`src/rtl/mte_pkg.sv`:
```
// shared types, constants and functions of the midi track event encoder
package mte_pkg;

  localparam int DELTA_BITS = 28;
  localparam int DUR_W      = 28;
  localparam int VLQ_W      = 28;
  localparam int BYTE_W     = 8;
  localparam int VEL_W      = 7;
  localparam int GRP_W      = 2;

  localparam logic [DELTA_BITS-1:0] DELTA_MAX   = '1;
  localparam logic [DELTA_BITS-1:0] DELAY_RESET = DELTA_BITS'(1);

  localparam logic [VEL_W-1:0] VEL_RESET = 7'd127;

  localparam int QUEUE_DEPTH = 2;
  localparam int QPTR_W      = (QUEUE_DEPTH > 1) ? $clog2(QUEUE_DEPTH) : 1;
  localparam int QCNT_W      = $clog2(QUEUE_DEPTH + 1);

  localparam logic [1:0] OP_NOTE = 2'd0;
  localparam logic [1:0] OP_REST = 2'd1;
  localparam logic [1:0] OP_END  = 2'd2;

  localparam logic [BYTE_W-1:0] NOTE_ON_BYTE   = 8'h90;
  localparam logic [BYTE_W-1:0] NOTE_OFF_BYTE  = 8'h80;
  localparam logic [BYTE_W-1:0] END_DELTA_BYTE = 8'h01;
  localparam logic [BYTE_W-1:0] META_BYTE      = 8'hff;
  localparam logic [BYTE_W-1:0] END_TRACK_BYTE = 8'h2f;
  localparam logic [BYTE_W-1:0] END_LEN_BYTE   = 8'h00;

  localparam logic [BYTE_W-1:0] CHAR_LOWER_A = 8'h61;
  localparam logic [BYTE_W-1:0] CHAR_LOWER_Z = 8'h7a;
  localparam logic [BYTE_W-1:0] CASE_OFFSET  = 8'd32;
  localparam logic [BYTE_W-1:0] CHAR_B       = 8'h42;
  localparam logic [BYTE_W-1:0] CHAR_C       = 8'h43;
  localparam logic [BYTE_W-1:0] CHAR_SHARP   = 8'h23;
  localparam logic [BYTE_W-1:0] CHAR_FLAT    = 8'h62;

  typedef struct packed {
    logic                  is_end;
    logic [BYTE_W-1:0]     note;
    logic [DELTA_BITS-1:0] delay;
    logic [GRP_W-1:0]      delay_grps;
    logic [DELTA_BITS-1:0] dur;
    logic [GRP_W-1:0]      dur_grps;
  } cmd_t;

  function automatic logic [BYTE_W-1:0] note_number(
    logic [BYTE_W-1:0] key,
    logic [BYTE_W-1:0] acc,
    logic [3:0]        oct
  );
    logic [BYTE_W-1:0] k;
    logic [BYTE_W-1:0] oct12;
    k = key;
    if (k >= CHAR_LOWER_A && k <= CHAR_LOWER_Z) begin
      k = k - CASE_OFFSET;
    end
    if ($signed(k) <= $signed(CHAR_B)) begin
      k = k + 8'd7;
    end
    k = (k - CHAR_C) << 1;
    if ($signed(k) > $signed(8'd5)) begin
      k = k - 8'd1;
    end
    oct12 = {1'b0, oct, 3'b000} + {2'b00, oct, 2'b00};
    k = k + oct12;
    if (acc == CHAR_SHARP) begin
      k = k + 8'd1;
    end else if (acc == CHAR_FLAT) begin
      k = k - 8'd1;
    end
    return k;
  endfunction

  // index of the most significant 7-bit group
  function automatic logic [GRP_W-1:0] vlq_top_group(logic [DELTA_BITS-1:0] v);
    logic [VLQ_W-1:0] w;
    w = VLQ_W'(v);
    if (w[VLQ_W-1:21] != '0) begin
      return 2'd3;
    end else if (w[VLQ_W-1:14] != '0) begin
      return 2'd2;
    end else if (w[VLQ_W-1:7] != '0) begin
      return 2'd1;
    end
    return 2'd0;
  endfunction

  function automatic logic [BYTE_W-1:0] vlq_byte(
    logic [DELTA_BITS-1:0] v,
    logic [GRP_W-1:0]      g
  );
    logic [VLQ_W-1:0] w;
    logic [6:0]       grp7;
    w = VLQ_W'(v);
    unique case (g)
      2'd0:    grp7 = w[6:0];
      2'd1:    grp7 = w[13:7];
      2'd2:    grp7 = w[20:14];
      default: grp7 = w[27:21];
    endcase
    return {(g != 2'd0), grp7};
  endfunction

endpackage

```
`src/rtl/mte_front.sv`:
```
// front end: takes requests, folds rests into the pending delay, builds commands
module mte_front (
  input  logic                              clk,
  input  logic                              rst,
  input  logic                              in_valid,
  output logic                              in_ready,
  input  logic [1:0]                        opcode,
  input  logic [7:0]                        key_char,
  input  logic [7:0]                        accidental_char,
  input  logic [3:0]                        octave,
  input  logic [27:0]                       duration,
  output logic                              push_valid,
  output mte_pkg::cmd_t                     push_cmd,
  input  logic                              push_ready
);
  import mte_pkg::*;

  logic [DELTA_BITS-1:0] pending_delay;
  logic [DELTA_BITS-1:0] pending_delay_next;
  logic [DELTA_BITS-1:0] dur_sat;
  logic [DELTA_BITS:0]   rest_sum;
  logic                  accept;

  assign in_ready = push_ready;
  assign accept   = in_valid && in_ready;

  always_comb begin
    if (duration > DUR_W'(DELTA_MAX)) begin
      dur_sat = DELTA_MAX;
    end else begin
      dur_sat = duration[DELTA_BITS-1:0];
    end
  end

  assign rest_sum = {1'b0, pending_delay} + {1'b0, dur_sat};

  always_comb begin
    push_cmd.is_end     = (opcode == OP_END);
    push_cmd.note       = note_number(key_char, accidental_char, octave);
    push_cmd.delay      = pending_delay;
    push_cmd.delay_grps = vlq_top_group(pending_delay);
    push_cmd.dur        = dur_sat;
    push_cmd.dur_grps   = vlq_top_group(dur_sat);
  end

  assign push_valid = accept && (opcode == OP_NOTE || opcode == OP_END);

  always_comb begin
    pending_delay_next = pending_delay;
    if (accept) begin
      case (opcode)
        OP_NOTE: pending_delay_next = '0;
        OP_REST: begin
          if (rest_sum > {1'b0, DELTA_MAX}) begin
            pending_delay_next = DELTA_MAX;
          end else begin
            pending_delay_next = rest_sum[DELTA_BITS-1:0];
          end
        end
        OP_END:  pending_delay_next = DELAY_RESET;
        default: pending_delay_next = pending_delay;
      endcase
    end
  end

  always_ff @(posedge clk) begin
    if (rst) begin
      pending_delay <= DELAY_RESET;
    end else begin
      pending_delay <= pending_delay_next;
    end
  end

  a_note_clears_delay: assert property (@(posedge clk) disable iff (rst)
    (accept && opcode == OP_NOTE) |=> (pending_delay == '0))
    else $error("pending delay not cleared after note");

  a_rest_never_shrinks: assert property (@(posedge clk) disable iff (rst)
    (accept && opcode == OP_REST) |=> (pending_delay >= $past(pending_delay)))
    else $error("rest reduced the pending delay");

endmodule

```
`src/rtl/mte_queue.sv`:
```
// short command queue between front end and serializer
module mte_queue (
  input  logic          clk,
  input  logic          rst,
  input  logic          push_valid,
  input  mte_pkg::cmd_t push_cmd,
  output logic          push_ready,
  output logic          pop_valid,
  output mte_pkg::cmd_t pop_cmd,
  input  logic          pop_ready
);
  import mte_pkg::*;

  cmd_t              entries [QUEUE_DEPTH];
  logic [QPTR_W-1:0] wr_ptr;
  logic [QPTR_W-1:0] rd_ptr;
  logic [QCNT_W-1:0] count;
  logic              do_push;
  logic              do_pop;

  assign push_ready = (count != QCNT_W'(QUEUE_DEPTH));
  assign pop_valid  = (count != '0);
  assign pop_cmd    = entries[rd_ptr];
  assign do_push    = push_valid && push_ready;
  assign do_pop     = pop_valid && pop_ready;

  function automatic logic [QPTR_W-1:0] ptr_inc(logic [QPTR_W-1:0] p);
    if (p == QPTR_W'(QUEUE_DEPTH - 1)) begin
      return '0;
    end
    return p + QPTR_W'(1);
  endfunction

  always_ff @(posedge clk) begin
    if (rst) begin
      wr_ptr <= '0;
      rd_ptr <= '0;
      count  <= '0;
    end else begin
      if (do_push) begin
        wr_ptr <= ptr_inc(wr_ptr);
      end
      if (do_pop) begin
        rd_ptr <= ptr_inc(rd_ptr);
      end
      if (do_push && !do_pop) begin
        count <= count + QCNT_W'(1);
      end else if (do_pop && !do_push) begin
        count <= count - QCNT_W'(1);
      end
    end
  end

  always_ff @(posedge clk) begin
    if (do_push) begin
      entries[wr_ptr] <= push_cmd;
    end
  end

  a_count_bound: assert property (@(posedge clk) disable iff (rst)
    count <= QCNT_W'(QUEUE_DEPTH))
    else $error("queue count beyond depth");

endmodule

```
`src/rtl/mte_back.sv`:
```
// back end: serializes one command into track event bytes, holds the velocity register
module mte_back (
  input  logic          clk,
  input  logic          rst,
  input  logic          pop_valid,
  input  mte_pkg::cmd_t pop_cmd,
  output logic          pop_ready,
  input  logic          cfg_valid,
  output logic          cfg_ready,
  input  logic [6:0]    cfg_velocity,
  output logic          out_valid,
  input  logic          out_ready,
  output logic [7:0]    out_byte,
  output logic          last_byte
);
  import mte_pkg::*;

  typedef enum logic [9:0] {
    S_IDLE    = 10'b0000000001,
    S_DELAY   = 10'b0000000010,
    S_ON      = 10'b0000000100,
    S_KEY_ON  = 10'b0000001000,
    S_VEL_ON  = 10'b0000010000,
    S_DUR     = 10'b0000100000,
    S_OFF     = 10'b0001000000,
    S_KEY_OFF = 10'b0010000000,
    S_VEL_OFF = 10'b0100000000,
    S_END     = 10'b1000000000
  } state_t;

  state_t            state;
  state_t            state_next;
  logic [GRP_W-1:0]  grp;
  logic [GRP_W-1:0]  grp_next;
  cmd_t              cur;
  logic [VEL_W-1:0]  velocity;
  logic              advance;
  logic              emit;
  logic [BYTE_W-1:0] byte_val;
  logic              last_val;

  assign cfg_ready = 1'b1;
  assign advance   = !out_valid || out_ready;

  always_comb begin
    state_next = state;
    grp_next   = grp;
    emit       = 1'b0;
    byte_val   = '0;
    last_val   = 1'b0;
    pop_ready  = 1'b0;
    unique case (state)
      S_IDLE: begin
        pop_ready = 1'b1;
        if (pop_valid) begin
          state_next = pop_cmd.is_end ? S_END : S_DELAY;
          grp_next   = pop_cmd.is_end ? 2'd3 : pop_cmd.delay_grps;
        end
      end
      S_DELAY: begin
        emit     = advance;
        byte_val = vlq_byte(cur.delay, grp);
        if (advance) begin
          if (grp == 2'd0) begin
            state_next = S_ON;
          end else begin
            grp_next = grp - 2'd1;
          end
        end
      end
      S_ON: begin
        emit     = advance;
        byte_val = NOTE_ON_BYTE;
        if (advance) begin
          state_next = S_KEY_ON;
        end
      end
      S_KEY_ON: begin
        emit     = advance;
        byte_val = cur.note;
        if (advance) begin
          state_next = S_VEL_ON;
        end
      end
      S_VEL_ON: begin
        emit     = advance;
        byte_val = {1'b0, velocity};
        if (advance) begin
          state_next = S_DUR;
          grp_next   = cur.dur_grps;
        end
      end
      S_DUR: begin
        emit     = advance;
        byte_val = vlq_byte(cur.dur, grp);
        if (advance) begin
          if (grp == 2'd0) begin
            state_next = S_OFF;
          end else begin
            grp_next = grp - 2'd1;
          end
        end
      end
      S_OFF: begin
        emit     = advance;
        byte_val = NOTE_OFF_BYTE;
        if (advance) begin
          state_next = S_KEY_OFF;
        end
      end
      S_KEY_OFF: begin
        emit     = advance;
        byte_val = cur.note;
        if (advance) begin
          state_next = S_VEL_OFF;
        end
      end
      S_VEL_OFF: begin
        emit     = advance;
        byte_val = {1'b0, velocity};
        last_val = 1'b1;
        if (advance) begin
          state_next = S_IDLE;
        end
      end
      S_END: begin
        emit = advance;
        unique case (grp)
          2'd3:    byte_val = END_DELTA_BYTE;
          2'd2:    byte_val = META_BYTE;
          2'd1:    byte_val = END_TRACK_BYTE;
          default: byte_val = END_LEN_BYTE;
        endcase
        last_val = (grp == 2'd0);
        if (advance) begin
          if (grp == 2'd0) begin
            state_next = S_IDLE;
          end else begin
            grp_next = grp - 2'd1;
          end
        end
      end
      default: begin
        state_next = S_IDLE;
      end
    endcase
  end

  always_ff @(posedge clk) begin
    if (rst) begin
      state     <= S_IDLE;
      grp       <= '0;
      out_valid <= 1'b0;
      velocity  <= VEL_RESET;
    end else begin
      state <= state_next;
      grp   <= grp_next;
      if (emit) begin
        out_valid <= 1'b1;
      end else if (out_ready) begin
        out_valid <= 1'b0;
      end
      if (cfg_valid && cfg_ready) begin
        velocity <= cfg_velocity;
      end
    end
  end

  always_ff @(posedge clk) begin
    if (state == S_IDLE && pop_valid) begin
      cur <= pop_cmd;
    end
    if (emit) begin
      out_byte  <= byte_val;
      last_byte <= last_val;
    end
  end

  a_vlq_cont_bit: assert property (@(posedge clk) disable iff (rst)
    ((state == S_DELAY || state == S_DUR) && advance && grp != 2'd0) |=> out_byte[7])
    else $error("vlq continuation bit missing");

  a_pop_starts_item: assert property (@(posedge clk) disable iff (rst)
    (pop_valid && pop_ready) |=> (state == S_DELAY || state == S_END))
    else $error("popped command did not start a sequence");

  a_velocity_byte: assert property (@(posedge clk) disable iff (rst)
    ((state == S_VEL_ON || state == S_VEL_OFF) && advance) |=>
      (out_byte == {1'b0, $past(velocity)}))
    else $error("velocity byte mismatch");

endmodule

```
`src/rtl/midi_track_event_encoder_top.sv`:
```
// top level of the midi track event encoder: front end, command queue, byte serializer
//
//   channel | direction | handshake             | payload
//   in      | in        | in_valid / in_ready   | opcode key_char accidental_char octave duration
//   out     | out       | out_valid / out_ready | out_byte last_byte
//   cfg     | in        | cfg_valid / cfg_ready | cfg_velocity
//
// a rest is folded into the pending delay in the front end and produces no bytes
// a note is loaded in the serializer's idle state, then sent as 8..14 bytes, one byte per cycle while out_ready allows
// an end of track is loaded the same way and sent as 4 bytes; the serializer sets the item rate
// a two-entry command queue lets the front end keep taking requests while bytes drain
// synchronous active-high reset; pending delay resets to 1, velocity to 127
// out_ready low holds the byte register, then the queue fills and in_ready drops
module midi_track_event_encoder_top (
  input  logic        clk,
  input  logic        rst,
  input  logic        in_valid,
  output logic        in_ready,
  input  logic [1:0]  opcode,
  input  logic [7:0]  key_char,
  input  logic [7:0]  accidental_char,
  input  logic [3:0]  octave,
  input  logic [27:0] duration,
  output logic        out_valid,
  input  logic        out_ready,
  output logic [7:0]  out_byte,
  output logic        last_byte,
  input  logic        cfg_valid,
  output logic        cfg_ready,
  input  logic [6:0]  cfg_velocity
);
  import mte_pkg::*;

  logic push_valid;
  cmd_t push_cmd;
  logic push_ready;
  logic pop_valid;
  cmd_t pop_cmd;
  logic pop_ready;

  mte_front u_front (
    .clk             (clk),
    .rst             (rst),
    .in_valid        (in_valid),
    .in_ready        (in_ready),
    .opcode          (opcode),
    .key_char        (key_char),
    .accidental_char (accidental_char),
    .octave          (octave),
    .duration        (duration),
    .push_valid      (push_valid),
    .push_cmd        (push_cmd),
    .push_ready      (push_ready)
  );

  mte_queue u_queue (
    .clk        (clk),
    .rst        (rst),
    .push_valid (push_valid),
    .push_cmd   (push_cmd),
    .push_ready (push_ready),
    .pop_valid  (pop_valid),
    .pop_cmd    (pop_cmd),
    .pop_ready  (pop_ready)
  );

  mte_back u_back (
    .clk          (clk),
    .rst          (rst),
    .pop_valid    (pop_valid),
    .pop_cmd      (pop_cmd),
    .pop_ready    (pop_ready),
    .cfg_valid    (cfg_valid),
    .cfg_ready    (cfg_ready),
    .cfg_velocity (cfg_velocity),
    .out_valid    (out_valid),
    .out_ready    (out_ready),
    .out_byte     (out_byte),
    .last_byte    (last_byte)
  );

endmodule

```
`config.mk`:
```
export PLATFORM = sky130hd
export DESIGN_NAME = midi_track_event_encoder_top
export DESIGN_NICKNAME = d
export VERILOG_FILES = /design/src/rtl/mte_pkg.sv /design/src/rtl/mte_front.sv /design/src/rtl/mte_queue.sv /design/src/rtl/mte_back.sv /design/src/rtl/midi_track_event_encoder_top.sv
export SDC_FILE = /design/constraint.sdc
export NUM_CORES = 1
export LEC_CHECK = 0
export BUFFER_PORTS_ARGS = -buffer_cell sky130_fd_sc_hd__buf_2
export CORE_ASPECT_RATIO = 2
export CORE_UTILIZATION = 38
export DETAILED_ROUTE_END_ITERATION = 10
export GPL_ROUTABILITY_DRIVEN = 0
export PLACE_DENSITY_LB_ADDON = 0.25
export SLEW_MARGIN = 5
export SYNTH_ARGS = -nofsm -noshare
export SYNTH_HDL_FRONTEND = slang
export SYNTH_HIERARCHICAL = 1
export SYNTH_SLANG_ARGS = --single-unit
```
`constraint.sdc`:
```
create_clock -name clk -period 7.15 [get_ports clk]
set_input_delay 0.3575 -clock clk [delete_from_list [all_inputs] [get_ports clk]]
set_output_delay 0.3575 -clock clk [all_outputs]
set_load 0.01 [all_outputs]
```
Word level (Yosys, flattened, before mapping)
Memory sizes are Yosys's and may differ from the RTL's. A register that Yosys moved wholly into a read port is not among the register bits.
Index checks and enable logic that the tools add are counted.
Storage, ports and cells
  memories: 1
  register bits after elaboration: 127
  bits in latches: 0
  bits in writable memories: 138
  memory bits (read-only): 0
  bits of input ports: 62
  logic and storage cells: 170
Operators by class
  order comparisons: 6
  add/subtract/negate cells: 14
  multipliers: 0
  bitwise logic cells: 0
  div/mod/pow operators: 0
  equal/unequal tests: 33
  multiplexer cells: 68
  shifts and indexed selects: 0
  reductions and logical operators: 34
Memory list
  u_queue.entries: depth 2, width 69, rd ports 1, clocked after memory_dff 1, write ports 1, line mte_queue.sv:14  | cmd_t entries [QUEUE_DEPTH];
Operator list (number)
  10-bit two-way mux: 14
  10-bit one-hot mux with 10 select lines: 1
  28-bit one-hot mux with 3 select lines: 1
  28-bit two-way mux: 2
  8-bit one-hot mux with 7 select lines: 1
  7-bit one-hot mux with 3 select lines: 2
  21-bit nonzero test: 2
  8-bit two-way mux: 4
  2-bit two-way mux: 15
  28-bit by 28-bit adder with 29-bit output: 1
  29-bit by 28-bit > comparator with 1-bit output, second input constant: 1
  28-bit > comparator, second input constant: 1
  2-bit by 1-bit inequality test with 1-bit output, second input constant: 14
  14-bit nonzero test: 2
  1-bit two-way mux: 24
  8-bit one-hot mux with 3 select lines: 1
  8-bit by 1-bit subtractor with 8-bit output, second input constant: 2
  7-bit nonzero test: 2
  13-bit AND reduction: 1
  10-bit by 1-bit == test with 1-bit output, second input constant: 1
  10-bit == test, second input constant: 1
  10-bit by 2-bit == test with 1-bit output, second input constant: 1
  10-bit by 3-bit == test with 1-bit output, second input constant: 1
  10-bit by 4-bit == test with 1-bit output, second input constant: 1
  other kinds (37): 59

Longest topological paths before layout
  depth in word-level cells: 12
  depth in mapped cells: 28

Cells and area by module
Netlist, hierarchy kept.
By module, submodules not included
  mte_queue: seq. area each 4244.1 um^2, area an instance 5240.0 um^2, instances 1, cells an instance 239
  mte_back: seq. area each 2652.5 um^2, area an instance 4086.4 um^2, instances 1, cells an instance 322
  mte_front: seq. area each 560.5 um^2, area an instance 4055.1 um^2, instances 1, cells an instance 535

Worst setup path after synthesis
OpenSTA, ideal clock, no wires.
  path kind: input port to flip-flop
  start point: input key_char[0]
  end point: memory u_queue/entries[0][67] in the netlist's numbering (data pin)
  stages on the path: 25
  required time: 6.886 ns
  buffers on the path: 1
  data arrival time: 5.560 ns
  path slack: 1.326 ns
  path through: clkbuf_1 > inv_1 > ha_1 > nor3b_1 > a22oi_2 > nand2_2 > a211o_1 > o211ai_2 > ha_1 > xor2_1 > a41o_1 > o2111a_1 > mux2i_1 > a21o_1 > o31ai_4 > nand2_1 > xnor2_1 > fa_1 > ha_1 > fa_1 > xnor2_1 > a31oi_1 > nand2b_1 > o22a_1 > xnor2_1
RTL lines
  start, declared: line midi_track_event_encoder_top.sv:20  | input logic [7:0] key_char,
  end, declared: line mte_queue.sv:14

==> impl_metrics.csv <==
group,metric,value,unit
critical_path,worstPathMaxFanout,9,
grt,first_global_vias,8777,
placed_design,port-buffer-count,72,
synth,post_synth.cell_area_avg,12.2,um2
synth,netlist.top_cell.by_area,"sky130_fd_sc_hd__edfxtp_1",
critical_path,timing.setup.critical_path_class,"input port to flop",
floorplanning,core-area,34500,um2
timing,report.final.hold_viol_count,0,
drt,routed_wl,32.5,mm
drt,drtPass1Iterations,5,
critical_path,crit_path_max_incr_delay,0.47,ns
synth,synthTopCellsByArea,"sky130_fd_sc_hd__edfxtp_1 (48%), sky130_fd_sc_hd__dfxtp_1 (7.9%), sky130_fd_sc_hd__mux2_2 (5.0%), sky130_fd_sc_hd__ha_1 (4.9%), sky130_fd_sc_hd__a21oi_1 (2.4%)",
grt,pin_count_of_the_biggest_net_entering_global_routing,67,
floorplanning,starting_density_of_the_core,38.8,%
drt,drt-initial-drc-count,533,
power_and_ir_drop,power.sequential.fraction,46.3,%
synth,syn-num-nets,1215,
floorplanning,io_pins,74,
critical_path,critical-path-slowest-cell,"sky130_fd_sc_hd__o31ai_4",
drt,routedWlPerCell,20.4,um
cts,cts_max_path_buffers,3,
finish,design.final.nets,1250,
power_and_ir_drop,power.static_leakage,5.53,nW
synth,seq_area_frac_synth,55.7,%
cts,total_number_of_h_tree_levels,1,
power_and_ir_drop,netSwitchingPower,1.42,mW
critical_path,setup.worst_path.start_class,"input port",
synth,fraction_of_synthesis_flops_using_an_asynchronous_set_or_reset_pin,0,%
timing,finalCritPeriodShare,85.6,%
run,max_capacitance_violation_count,0,
finish,antennaDiodeCount,0,
drt,vias,8861,
power_and_ir_drop,cell_internal_pwr,3.25,mW
floorplanning,std_cell_rows,96,
power_and_ir_drop,power.density,315,nW/um2
synth,ys_warn_count,6,
timing,max_freq,163,MHz
synth,yosysTopAreaCellShare,47.8,%
drt,drt.antenna.violating_nets,0,
finish,synthToLayoutAreaGrowth,10.8,%
timing,max_transition_margin,28.9,%
finish,post-route-util,43.0,%
grt,grt_overflow,0,
cts,postCtsHoldBufs,0,
floorplanning,floorplan.die_area,36000,um2
cts,numCtsBuffers,25,
critical_path,worst_setup_path_end_kind,"flop",
timing,setup_violations,0,
power_and_ir_drop,pwr-share-clk,28.9,%
timing,tns,0,ns
finish,share_of_cells_above_drive_strength_1,19.2,%
placed_design,hpwl_after_detailed_placement,23.5,mm
placed_design,placed_cells,1545,
timing,whs,0.0374,ns
power_and_ir_drop,sw_frac_of_total,30.5,%
cts,worstSkewPairLatency,0.53,ns
grt,grt_pass1_wl,49.6,mm
timing,maxSlewViolCount,0,
drt,drc,0,
cts,clkSinkCount,266,
synth,dominantRegCellSynth,"sky130_fd_sc_hd__edfxtp_1",
power_and_ir_drop,power_frac_comb,24.8,%
cts,ctsRootBufferMaster,"sky130_fd_sc_hd__clkbuf_16",
floorplanning,die_width,135,um
grt,antenna_found_initial,0,
synth,post_synth_instance_area,13400,um2
synth,synth.cells.most_frequent,"sky130_fd_sc_hd__edfxtp_1 (213), sky130_fd_sc_hd__nand2_1 (66), sky130_fd_sc_hd__a21oi_1 (64), sky130_fd_sc_hd__mux2_2 (60), sky130_fd_sc_hd__o21ai_0 (54)",
synth,synth_edf_count,213,
timing,rsz0062_at_grt,"no",
cts,clk_transition_reported_paths,0.06,ns
worst_hold_path,holdCritPathClass,"input port to flop",
floorplanning,floorplan.die.height,267,um
synth,yosys.cell_types.count,95,
synth,postSynthCellCount,1096,
status,outcome,"finished clean",
critical_path,path_delay_family,"compound AO/OA/AOI/OAI gates",
cts,tritoncts,"built",
power_and_ir_drop,peakVddDrop,0.000221,V
synth,ys_seq_elements,266,
synth,synth.most_common_cell,"sky130_fd_sc_hd__edfxtp_1",
critical_path,number_of_buffer_and_inverter_stages_on_the_critical_path,2,
grt,global_route.usage.total,18.2,%
finish,final_cell_count_no_fill,1590,
critical_path,critical_path_required,7.42,ns
critical_path,cp.arrival,6.39,ns
timing,min_period,6.12,ns
power_and_ir_drop,total_power,4.67,mW
drt,vias_per_cell,5.57,
cts,cts_setup_buffers,0,
timing,max_slew.worst_pin.slew,1.06,ns
timing,finClkSkew,0.0120,ns
cts,cts_repair_resize_count,0,
[placed cells by master, fill, tap and decap left out, types with 12 or more instances in the layout]
master / instances
sky130_fd_sc_hd__a211o_1: 12
sky130_fd_sc_hd__a21o_1: 34
sky130_fd_sc_hd__a21oi_1: 64
sky130_fd_sc_hd__a222oi_1: 15
sky130_fd_sc_hd__a31oi_1: 14
sky130_fd_sc_hd__buf_2: 72
sky130_fd_sc_hd__clkbuf_16: 25
sky130_fd_sc_hd__dfxtp_1: 52
sky130_fd_sc_hd__edfxtp_1: 213
sky130_fd_sc_hd__ha_1: 52
sky130_fd_sc_hd__inv_1: 33
sky130_fd_sc_hd__mux2_2: 60
sky130_fd_sc_hd__mux2_4: 12
sky130_fd_sc_hd__nand2_1: 66
sky130_fd_sc_hd__nand2b_1: 14
sky130_fd_sc_hd__nand3_1: 26
sky130_fd_sc_hd__nor2_1: 47
sky130_fd_sc_hd__nor2b_1: 18
sky130_fd_sc_hd__nor3_1: 14
sky130_fd_sc_hd__nor4_1: 12
sky130_fd_sc_hd__o21ai_0: 54
sky130_fd_sc_hd__xnor2_1: 22
sky130_fd_sc_hd__xor2_1: 16
[metal layers]
metal	global-route usage, %	vias to the layer above	part of all wire (%)
li1	-	4235	-
met1	18.8	4355	36
met2	36.6	215	58
met3	1.87	56	3.8
met4	6.71	0	2.9
met5	0	-	0
[layout make-up]
| cell class | count | area, um2 |
|---|---|---|
| clock inverters | 11 | 151 |
| well taps | 441 | 552 |
| clock buffers | 34 | 659 |
| multi-input cells | 724 | 5450 |
| fillers | 3200 | 19600 |
| inverters | 34 | 128 |
| flip-flops and latches | 266 | 7460 |
| repair buffers | 80 | 420 |
[cell families after synthesis]
logic type	count (synthesis)	share of synthesized area [%]
AND/OR/NAND/NOR	267	10.8
adder cells (fa/ha/maj)	58	5.68
flip-flops	266	55.7
AO/OA/AOI/OAI	279	14.6
XOR/XNOR	40	2.73
buffers and inverters	106	3.54
other	1	0.0280
multiplexers	79	6.92
[state kept, by name, indices dropped and copies added, names as in the netlist, 2 cells and up, named ones only]
name                   cells
u_queue/count              2
u_queue/entries          138
u_back/out_byte            8
u_back/grp                 2
u_back/velocity            7
u_back/cur                66
u_back/state              10
u_front/pending_delay     28
[per-stage QoR]
| step | worst slack (ns) | area, um2 |
|---|---|---|
| detailed placement | 0.502 | 14000 |
| CTS | 1.06 | 14800 |
| global route | 0.591 | 14800 |
| finish | 1.03 | 14800 |
| global placement | 0.643 | 14000 |
| floorplan | 1.33 | 13400 |
[power groups by stage]
stage | combinational [mW] | sequential (mW) | clock, mW
global placement | 1.16 | 2.20 | 0
floorplan | 0.881 | 2.11 | 0
CTS | 1.18 | 2.17 | 1.37
global route | 1.27 | 2.19 | 1.43
detailed placement | 1.17 | 2.20 | 0
finish | 1.16 | 2.16 | 1.35
[final timing paths]
check                           startpoint  cells past startpoint  slack (ns)                         to
hold / removal             cfg_velocity[6]                      2        0.04         u_back/velocity[6]
setup / recovery               key_char[5]                     25        1.03     u_queue/entries[1][67]
setup reg to reg  u_front/pending_delay[0]                     13        3.61  u_front/pending_delay[14]
hold reg to reg   u_front/pending_delay[0]                      0        0.50     u_queue/entries[1][32]
Note: power is estimated with default switching activity, not from simulation.
